### src/hdl/rwws_pkg.sv
// Shared constants, types and command/status structs for the wall-follow steering block.
package rwws_pkg;

  localparam int WINDOW_LEN = 8;
  localparam int RANGE_W    = 10;
  localparam int SCORE_W    = 8;
  localparam int CMD_W      = 2;
  localparam int IDX_W      = $clog2(WINDOW_LEN);
  localparam int CFG_IDX_W  = 2;

  localparam int MID  = (WINDOW_LEN + 1) / 2;
  localparam int HALF = WINDOW_LEN / 2;

  localparam logic signed [SCORE_W-1:0] TREND_THR = SCORE_W'(HALF * HALF - (HALF + 1));
  localparam logic signed [SCORE_W-1:0] DIST_THR  = SCORE_W'(WINDOW_LEN - 2);

  localparam logic [IDX_W-1:0] IDX_FIRST_NEW = IDX_W'(MID);
  localparam logic [IDX_W-1:0] IDX_LAST      = IDX_W'(WINDOW_LEN - 1);

  localparam logic [CMD_W-1:0] CMD_FORWARD = 2'd0;
  localparam logic [CMD_W-1:0] CMD_RIGHT   = 2'd1;
  localparam logic [CMD_W-1:0] CMD_LEFT    = 2'd2;
  localparam logic [CMD_W-1:0] CMD_STOP    = 2'd3;

  localparam logic [CFG_IDX_W-1:0] REG_STOP_DISTANCE = 2'd0;
  localparam logic [CFG_IDX_W-1:0] REG_WALL_DISTANCE = 2'd1;
  localparam logic [CFG_IDX_W-1:0] REG_WALL_FOLLOW   = 2'd2;

  localparam logic OP_PRIME  = 1'b0;
  localparam logic OP_FOLLOW = 1'b1;

  typedef struct packed {
    logic             take;        // latch the incoming samples
    logic             prime;       // shift incoming samples now, clear parity
    logic             chk_step;    // test front entry at idx against stop distance
    logic             advance;     // shift the latched samples into the windows
    logic             set_stop;    // result is stop
    logic             set_plain;   // result is plain forward
    logic             start_trend; // clear score, mark trend step
    logic             start_dist;  // clear score, mark distance step
    logic             trend_step;  // add pairwise score of side entry idx
    logic             dist_step;   // add distance score of side entry idx
    logic             decide;      // turn score into a command, toggle parity
    logic             out_load;    // move result into the output register
    logic [IDX_W-1:0] idx;
  } rwws_cmd_t;

  typedef struct packed {
    logic all_below;
    logic follow_en;
    logic parity;
    logic out_free;
  } rwws_status_t;

endpackage

### src/hdl/range_window_wall_follow_steer.sv
// Top level of the wall-follow steering block: stream ports, sequencer and datapath.
//
//  channel  direction  beat contents
//  s_*      in         tuser: operation; tdata: front_range, side_range
//  m_*      out        tuser: was_trend_step; tdata: command, score
//  cfg_*    in         register index and data, no handshake
//
// A prime beat is absorbed in its accept cycle. A follow beat scans the front window one
// entry a cycle, then scores the side window one entry a cycle: the newer entries from
// (WINDOW_LEN+1)/2 on for a trend step, every entry for a distance step. The steps are
// accept, front scan, branch, side scan, decide and output hand-off; a stop result, or a
// plain forward result when wall follow is off, goes from branch straight to hand-off.
// Reset is synchronous and clears the windows, the step parity and the registers to their
// defaults. A result waits in the output register while the next beat is taken; the
// sequencer holds only if a second result is ready before the first has gone.
module range_window_wall_follow_steer
  import rwws_pkg::*;
(
  input  logic                 clk,
  input  logic                 rst,
  input  logic                 s_tvalid,
  output logic                 s_tready,
  input  logic [23:0]          s_tdata,   // [9:0] front_range, [19:10] side_range, pad
  input  logic                 s_tuser,   // [0] operation
  output logic                 m_tvalid,
  input  logic                 m_tready,
  output logic [15:0]          m_tdata,   // [1:0] command, [9:2] score, pad
  output logic                 m_tuser,   // [0] was_trend_step
  input  logic                 cfg_we,
  input  logic [CFG_IDX_W-1:0] cfg_index,
  input  logic [RANGE_W-1:0]   cfg_data
);

  rwws_cmd_t          cmd;
  rwws_status_t       status;
  logic [CMD_W-1:0]   out_command;
  logic [SCORE_W-1:0] out_score;

  // The sequencer decides; the datapath holds all samples, registers and the score.
  rwws_ctrl u_ctrl (
    .clk      (clk),
    .rst      (rst),
    .s_tvalid (s_tvalid),
    .op       (s_tuser),
    .s_tready (s_tready),
    .status   (status),
    .cmd      (cmd)
  );

  rwws_datapath u_datapath (
    .clk         (clk),
    .rst         (rst),
    .in_front    (s_tdata[9:0]),
    .in_side     (s_tdata[19:10]),
    .cfg_we      (cfg_we),
    .cfg_index   (cfg_index),
    .cfg_data    (cfg_data),
    .cmd         (cmd),
    .status      (status),
    .out_valid   (m_tvalid),
    .out_ready   (m_tready),
    .out_command (out_command),
    .out_score   (out_score),
    .out_trend   (m_tuser)
  );

  // Output fields are packed from bit zero; the upper byte remainder is zero fill.
  assign m_tdata = {6'b0, out_score, out_command};

endmodule

### src/hdl/rwws_ctrl.sv
// Sequencer for the wall-follow steering block: walks the window scans and result hand-off.
module rwws_ctrl
  import rwws_pkg::*;
(
  input  logic         clk,
  input  logic         rst,
  input  logic         s_tvalid,
  input  logic         op,
  output logic         s_tready,
  input  rwws_status_t status,
  output rwws_cmd_t    cmd
);

  localparam logic [2:0] S_IDLE   = 3'd0;
  localparam logic [2:0] S_CHECK  = 3'd1;
  localparam logic [2:0] S_BRANCH = 3'd2;
  localparam logic [2:0] S_TREND  = 3'd3;
  localparam logic [2:0] S_DIST   = 3'd4;
  localparam logic [2:0] S_DEC    = 3'd5;
  localparam logic [2:0] S_OUT    = 3'd6;

  logic [2:0]       state, state_next;
  logic [IDX_W-1:0] cnt, cnt_next;
  logic             accept;

  assign s_tready = (state == S_IDLE);
  assign accept   = s_tvalid && s_tready;

  always_comb begin
    state_next = state;
    cnt_next   = cnt;
    cmd        = '0;
    cmd.idx    = cnt;
    case (state)
      S_IDLE: begin
        if (accept) begin
          cmd.take = 1'b1;
          if (op == OP_PRIME) begin
            cmd.prime = 1'b1;
          end else begin
            cnt_next   = '0;
            state_next = S_CHECK;
          end
        end
      end
      S_CHECK: begin
        cmd.chk_step = 1'b1;
        cnt_next     = cnt + IDX_W'(1);
        if (cnt == IDX_LAST) begin
          state_next = S_BRANCH;
        end
      end
      S_BRANCH: begin
        if (status.all_below) begin
          cmd.set_stop = 1'b1;
          state_next   = S_OUT;
        end else begin
          cmd.advance = 1'b1;
          if (!status.follow_en) begin
            cmd.set_plain = 1'b1;
            state_next    = S_OUT;
          end else if (!status.parity) begin
            cmd.start_trend = 1'b1;
            cnt_next        = IDX_FIRST_NEW;
            state_next      = S_TREND;
          end else begin
            cmd.start_dist = 1'b1;
            cnt_next       = '0;
            state_next     = S_DIST;
          end
        end
      end
      S_TREND: begin
        cmd.trend_step = 1'b1;
        cnt_next       = cnt + IDX_W'(1);
        if (cnt == IDX_LAST) begin
          state_next = S_DEC;
        end
      end
      S_DIST: begin
        cmd.dist_step = 1'b1;
        cnt_next      = cnt + IDX_W'(1);
        if (cnt == IDX_LAST) begin
          state_next = S_DEC;
        end
      end
      S_DEC: begin
        cmd.decide = 1'b1;
        state_next = S_OUT;
      end
      S_OUT: begin
        if (status.out_free) begin
          cmd.out_load = 1'b1;
          state_next   = S_IDLE;
        end
      end
      default: begin
        state_next = S_IDLE;
      end
    endcase
  end

  always_ff @(posedge clk) begin
    if (rst) begin
      state <= S_IDLE;
      cnt   <= '0;
    end else begin
      state <= state_next;
      cnt   <= cnt_next;
    end
  end

endmodule

### src/hdl/rwws_datapath.sv
// Range windows, configuration registers, score accumulator and output register.
module rwws_datapath
  import rwws_pkg::*;
(
  input  logic                 clk,
  input  logic                 rst,
  input  logic [RANGE_W-1:0]   in_front,
  input  logic [RANGE_W-1:0]   in_side,
  input  logic                 cfg_we,
  input  logic [CFG_IDX_W-1:0] cfg_index,
  input  logic [RANGE_W-1:0]   cfg_data,
  input  rwws_cmd_t            cmd,
  output rwws_status_t         status,
  output logic                 out_valid,
  input  logic                 out_ready,
  output logic [CMD_W-1:0]     out_command,
  output logic [SCORE_W-1:0]   out_score,
  output logic                 out_trend
);

  logic [RANGE_W-1:0] front_win [WINDOW_LEN];
  logic [RANGE_W-1:0] side_win  [WINDOW_LEN];
  logic               parity;
  logic [RANGE_W-1:0] stop_distance;
  logic [RANGE_W-1:0] wall_distance;
  logic               wall_follow_enable;

  logic [RANGE_W-1:0] front_hold, side_hold;
  logic               all_below;
  logic               trend_mode;
  logic signed [SCORE_W-1:0] score;
  logic [CMD_W-1:0]   res_command;
  logic signed [SCORE_W-1:0] res_score;
  logic               res_trend;

  logic               shift_en;
  logic [RANGE_W-1:0] shift_front, shift_side;
  logic [RANGE_W-1:0] side_sel;
  logic signed [SCORE_W-1:0] trend_sum;
  logic signed [SCORE_W-1:0] dist_term;
  logic signed [SCORE_W-1:0] thr;

  assign shift_en    = cmd.prime || cmd.advance;
  assign shift_front = cmd.prime ? in_front : front_hold;
  assign shift_side  = cmd.prime ? in_side  : side_hold;
  assign side_sel    = side_win[cmd.idx];

  // Pairwise score of one newer entry against every entry of the older half.
  always_comb begin
    trend_sum = '0;
    for (int b = 0; b < MID; b++) begin
      if (side_sel > side_win[b]) begin
        trend_sum = trend_sum + SCORE_W'(1);
      end else if (side_sel < side_win[b]) begin
        trend_sum = trend_sum - SCORE_W'(1);
      end
    end
  end

  always_comb begin
    if (side_sel > wall_distance) begin
      dist_term = SCORE_W'(1);
    end else if (side_sel < wall_distance) begin
      dist_term = -SCORE_W'(1);
    end else begin
      dist_term = '0;
    end
  end

  assign thr = trend_mode ? TREND_THR : DIST_THR;

  always_ff @(posedge clk) begin
    if (rst) begin
      for (int k = 0; k < WINDOW_LEN; k++) begin
        front_win[k] <= '0;
        side_win[k]  <= '0;
      end
      parity             <= 1'b0;
      stop_distance      <= RANGE_W'(10);
      wall_distance      <= RANGE_W'(20);
      wall_follow_enable <= 1'b1;
      out_valid          <= 1'b0;
    end else begin
      if (cfg_we) begin
        case (cfg_index)
          REG_STOP_DISTANCE: stop_distance      <= cfg_data;
          REG_WALL_DISTANCE: wall_distance      <= cfg_data;
          REG_WALL_FOLLOW:   wall_follow_enable <= cfg_data[0];
          default: ;
        endcase
      end
      if (shift_en) begin
        for (int k = 0; k < WINDOW_LEN - 1; k++) begin
          front_win[k] <= front_win[k + 1];
          side_win[k]  <= side_win[k + 1];
        end
        front_win[WINDOW_LEN-1] <= shift_front;
        side_win[WINDOW_LEN-1]  <= shift_side;
      end
      if (cmd.prime) begin
        parity <= 1'b0;
      end else if (cmd.decide) begin
        parity <= ~parity;
      end
      if (cmd.out_load) begin
        out_valid <= 1'b1;
      end else if (out_ready) begin
        out_valid <= 1'b0;
      end
    end
  end

  always_ff @(posedge clk) begin
    if (cmd.take) begin
      front_hold <= in_front;
      side_hold  <= in_side;
      all_below  <= 1'b1;
    end else if (cmd.chk_step && (front_win[cmd.idx] >= stop_distance)) begin
      all_below <= 1'b0;
    end
    if (cmd.start_trend || cmd.start_dist) begin
      score      <= '0;
      trend_mode <= cmd.start_trend;
    end else if (cmd.trend_step) begin
      score <= score + trend_sum;
    end else if (cmd.dist_step) begin
      score <= score + dist_term;
    end
    if (cmd.set_stop) begin
      res_command <= CMD_STOP;
      res_score   <= '0;
      res_trend   <= 1'b0;
    end else if (cmd.set_plain) begin
      res_command <= CMD_FORWARD;
      res_score   <= '0;
      res_trend   <= 1'b0;
    end else if (cmd.decide) begin
      res_score <= score;
      res_trend <= trend_mode;
      if (score < -thr) begin
        res_command <= CMD_RIGHT;
      end else if (score > thr) begin
        res_command <= CMD_LEFT;
      end else begin
        res_command <= CMD_FORWARD;
      end
    end
    if (cmd.out_load) begin
      out_command <= res_command;
      out_score   <= res_score;
      out_trend   <= res_trend;
    end
  end

  assign status.all_below = all_below;
  assign status.follow_en = wall_follow_enable;
  assign status.parity    = parity;
  assign status.out_free  = !out_valid || out_ready;

endmodule
### config.mk
export PLATFORM = sky130hd
export DESIGN_NAME = range_window_wall_follow_steer
export DESIGN_NICKNAME = d
export VERILOG_FILES = /design/src/hdl/rwws_pkg.sv /design/src/hdl/range_window_wall_follow_steer.sv /design/src/hdl/rwws_ctrl.sv /design/src/hdl/rwws_datapath.sv
export SDC_FILE = /design/constraint.sdc
export NUM_CORES = 1
export LEC_CHECK = 0
export ABC_AREA = 1
export BUFFER_PORTS_ARGS = -buffer_cell sky130_fd_sc_hd__buf_4
export CAP_MARGIN = 15
export CORE_ASPECT_RATIO = 1.4
export CORE_MARGIN = 1
export CORE_UTILIZATION = 29
export CTS_BUF_LIST = sky130_fd_sc_hd__clkbuf_4 sky130_fd_sc_hd__clkbuf_8
export DETAILED_ROUTE_END_ITERATION = 8
export GPL_TIMING_DRIVEN = 0
export SYNTH_ARGS = -nofsm -noshare
export SYNTH_HDL_FRONTEND = slang
export SYNTH_HIERARCHICAL = 1
export SYNTH_SLANG_ARGS = --single-unit
### constraint.sdc
create_clock -name clk -period 7.8 [get_ports clk]
set_input_delay 0.39 -clock clk [delete_from_list [all_inputs] [get_ports clk]]
set_output_delay 0.39 -clock clk [all_outputs]
set_load 0.02 [all_outputs]
==> reports/qor.yml <==
maxSlewHeadroom_pct: 34.6
nFillCells: 4425
cts_buffers: 43
chipHeight_um: 254
synth_adder_area_share_pct: 7.88
overflow: 0
synth_area_sq_um: 13100
cp-startpoint: "u_ctrl/cnt[0]"
dr.pass1.iters: 6
p_clk_share_pct: 18.2
p_sw_mw: 2.78
initial_core_util_pct: 29.6
synth_compound_area_share_pct: 13.7
synth_top_family_by_area: "simple AND/OR/NAND/NOR gates"
fp-row-count: 91
tightestPinTransition_ns: 0.973
required_ns: 8.29
synthCells: 1472
h-tree-depth: 2
wirelength_mm: 31.1
crit_top_cell: "nor2_1"
worstReg2RegStart: "u_ctrl/cnt[0]"
yosys.cell_types.count: 55
numClockSinks: 241
ir_drop_mv: 0.195
antenna_found_initial: 1
core_sq_um: 44300
ys_seq_elements: 241
ys_warn_count: 6
r2r-end: "u_datapath/score[7]"
drv_slew: 0
finalSetupTns_ns: 0
routed_via_density: 4.63
maxCapViolations: 0
path_depth: 43
syn2layout_area_growth_pct: 17.5
power_density_nw_per_um2: 410
outcome: "finished clean"
slowest_delay_ns: 0.52
drc: 0
synth_mux_area_share_pct: 0
rrSetupSlack_ns: 0.89
cts-root-buf: "clkbuf_8"
yosysMostFrequentCell: "inv_1"
crit_family: "simple AND/OR/NAND/NOR gates"
yosysTopAreaCell: "edfxtp_1"
yosys.area_share.simple_pct: 16.1
synth_area_leaders: "edfxtp_1 (44%), ha_1 (7.7%), dfxtp_1 (7.5%), inv_1 (7.3%), nor2_1 (6.7%)"
final_antenna_net_count: 0
clockBufferDepth: 3
slowest_stage: "clkbuf_1"
path_clk_slew_ns: 0.06
syn_avg_cell_area_sq_um: 8.91
critPathBufInv: 10
synth-edff-count: 192
vias: 10100
cp-end-kind: "register"
routedWlPerCell_um: 14.2
rsz0062_at_grt: "false"
nets: 1720
dieArea_sq_um: 46100
die_x_um: 182
arrival_ns: 7.40
worstRegToRegCells: 43
ys_async_sr_fraction_pct: 0
setup_ws_ns: 0.894
worstSetupStartpointType: "register"
ys_seq_area_share_pct: 51.4
drive_gt1_share_pct: 13.0
comb_power_share_pct: 52.9
fin_crit_ns: 6.91
cp_max_fo: 10
track_usage_pct: 13.8
port_buffers: 50
grt_max_degree: 67
first_global_vias: 10000
cts_tree: "built"
swShare_pct: 44.0
ys.flop_type: "edfxtp_1"
finClkSkew_ns: 0.0280
hp-class: "in2reg"
crit_path_end: "u_datapath/score[7]"
io_pins: 61
dpl.hpwl_mm: 23.3
cellLeakagePower_nw: 6.47
criticalPathCategory: "reg2reg"
fmax_mhz: 145
synth_top_area_share_pct: 44.0
p_int_mw: 3.54
pre_cts_ws_ns: 0.514
gp_congestion: 0.881
synth_xor_area_share_pct: 0.677
holdWs_ns: 0.111
first_iter_violations: 518
grt_pass1_wl_mm: 50.2
setup_viol: 0
hold_viol_final: 0
fin_crit_sh_pct: 88.5
seq_power_share_pct: 28.8
clk_latency_ns: 0.57
synth_commonest_cells: "inv_1 (254), nor2_1 (235), edfxtp_1 (192)"
cells by family after synthesis:
group	Yosys count
buf+inv	338
simple gates	485
fa+ha+maj	82
flops	241
compound gates	317
other cells	1
xor+xnor	8
worst reg2reg max path: cells and delay by family (launching register included):
| kind | cells | cell delay (ns) |
|---|---|---|
| simple gates | 19 | 1.96 |
| compound gates | 10 | 1.89 |
| buf+inv | 10 | 1.45 |
| fa+ha+maj | 4 | 1.20 |
| flops | 1 | 0.34 |
registers in the layout, indices dropped and copies added (netlist names), 2 cells and up:
name	cells
u_datapath/res_score	8
u_datapath/wall_distance	10
u_ctrl/cnt	3
u_datapath/score	8
u_datapath/stop_distance	10
u_ctrl/state	3
u_datapath/front_win	80
u_datapath/side_win	80
u_datapath/side_hold	10
u_datapath/res_command	2
u_datapath/front_hold	10
u_datapath/out_command	2
u_datapath/out_score	8
worst min path at each step:
| stage | startpoint | end | slack [ns] | cells after the start |
|---|---|---|---|---|
| 2_1_floorplan | u_datapath/res_command[0] | u_datapath/out_command[0] | 0.41 | 0 |
| 3_3_place_gp | u_datapath/res_score[7] | u_datapath/out_score[7] | 0.42 | 0 |
| 3_5_place_dp | u_datapath/res_score[7] | u_datapath/out_score[7] | 0.42 | 0 |
| 4_1_cts | cfg_data[3] | u_datapath/stop_distance[3] | 0.08 | 3 |
| 5_1_grt | rst | u_ctrl/cnt[0] | 0.08 | 2 |
| 6_report | cfg_data[3] | u_datapath/stop_distance[3] | 0.11 | 3 |
per-stage QoR:
stage | cells | utilization (%) | cell area (sq um) | power, mW
3_5_place_dp | 2088 | 32.3 | 14300 | 5.16
4_1_cts | 2186 | 34.6 | 15300 | 6.36
2_1_floorplan | 1477 | - | 13100 | 4.37
6_report | 2188 | 34.8 | 15400 | 6.32
5_1_grt | 2188 | 34.8 | 15400 | 6.93
3_3_place_gp | 2085 | 32.1 | 14200 | 5.07
cell type report:
cell class	instances	area [sq um]	area share (%)
sequential	241	6750	43.8
timing repair buffer	74	666	4.32
multi-input combinational	898	5120	33.2
clock inverter	18	109	0.707
clock buffer	60	726	4.71
antenna	1	2.50	0.0162
inverter	269	1020	6.63
buffer	69	322	2.09
tap	558	698	4.53
cell usage in the layout, fill, tap and decap left out, types with 20 or more instances in the layout:
cell type and instances:
nand3_1 26, buf_4 59, clkbuf_1 54, inv_1 254, clkbuf_8 44, o21ai_0 116, a21oi_1 125, dfxtp_1 49
nand2_1 158, dlygate4sd3_1 20, ha_1 81, nor2_1 234, edfxtp_1 192
power by group through the flow:
stage | combinational, mW | sequential, mW | clock, mW
after floorplan | 2.52 | 1.84 | 0
after global placement | 3.19 | 1.88 | 0
after detailed placement | 3.32 | 1.85 | 0
after CTS | 3.34 | 1.82 | 1.20
after global routing | 3.83 | 1.85 | 1.25
final | 3.34 | 1.82 | 1.15
per-layer routing:
metal  routed length, um  up-vias  part of all wire, %  track usage (%)
li1                    -     5119                    -                -
met1               12700     4701                   41             15.7
met2               15800      257                   51             25.3
met3                1770       52                  5.7             2.72
met4                 810        0                  2.6             5.11
met5                   0        -                    0                0
repair_timing:
action                     CTS  global route
hold endpoints to repair    20             0
resized for setup            0            13
setup buffers                0             0
setup endpoints to repair    0             1
hold buffers                20             0
Note: power is estimated with default switching activity, not from simulation.
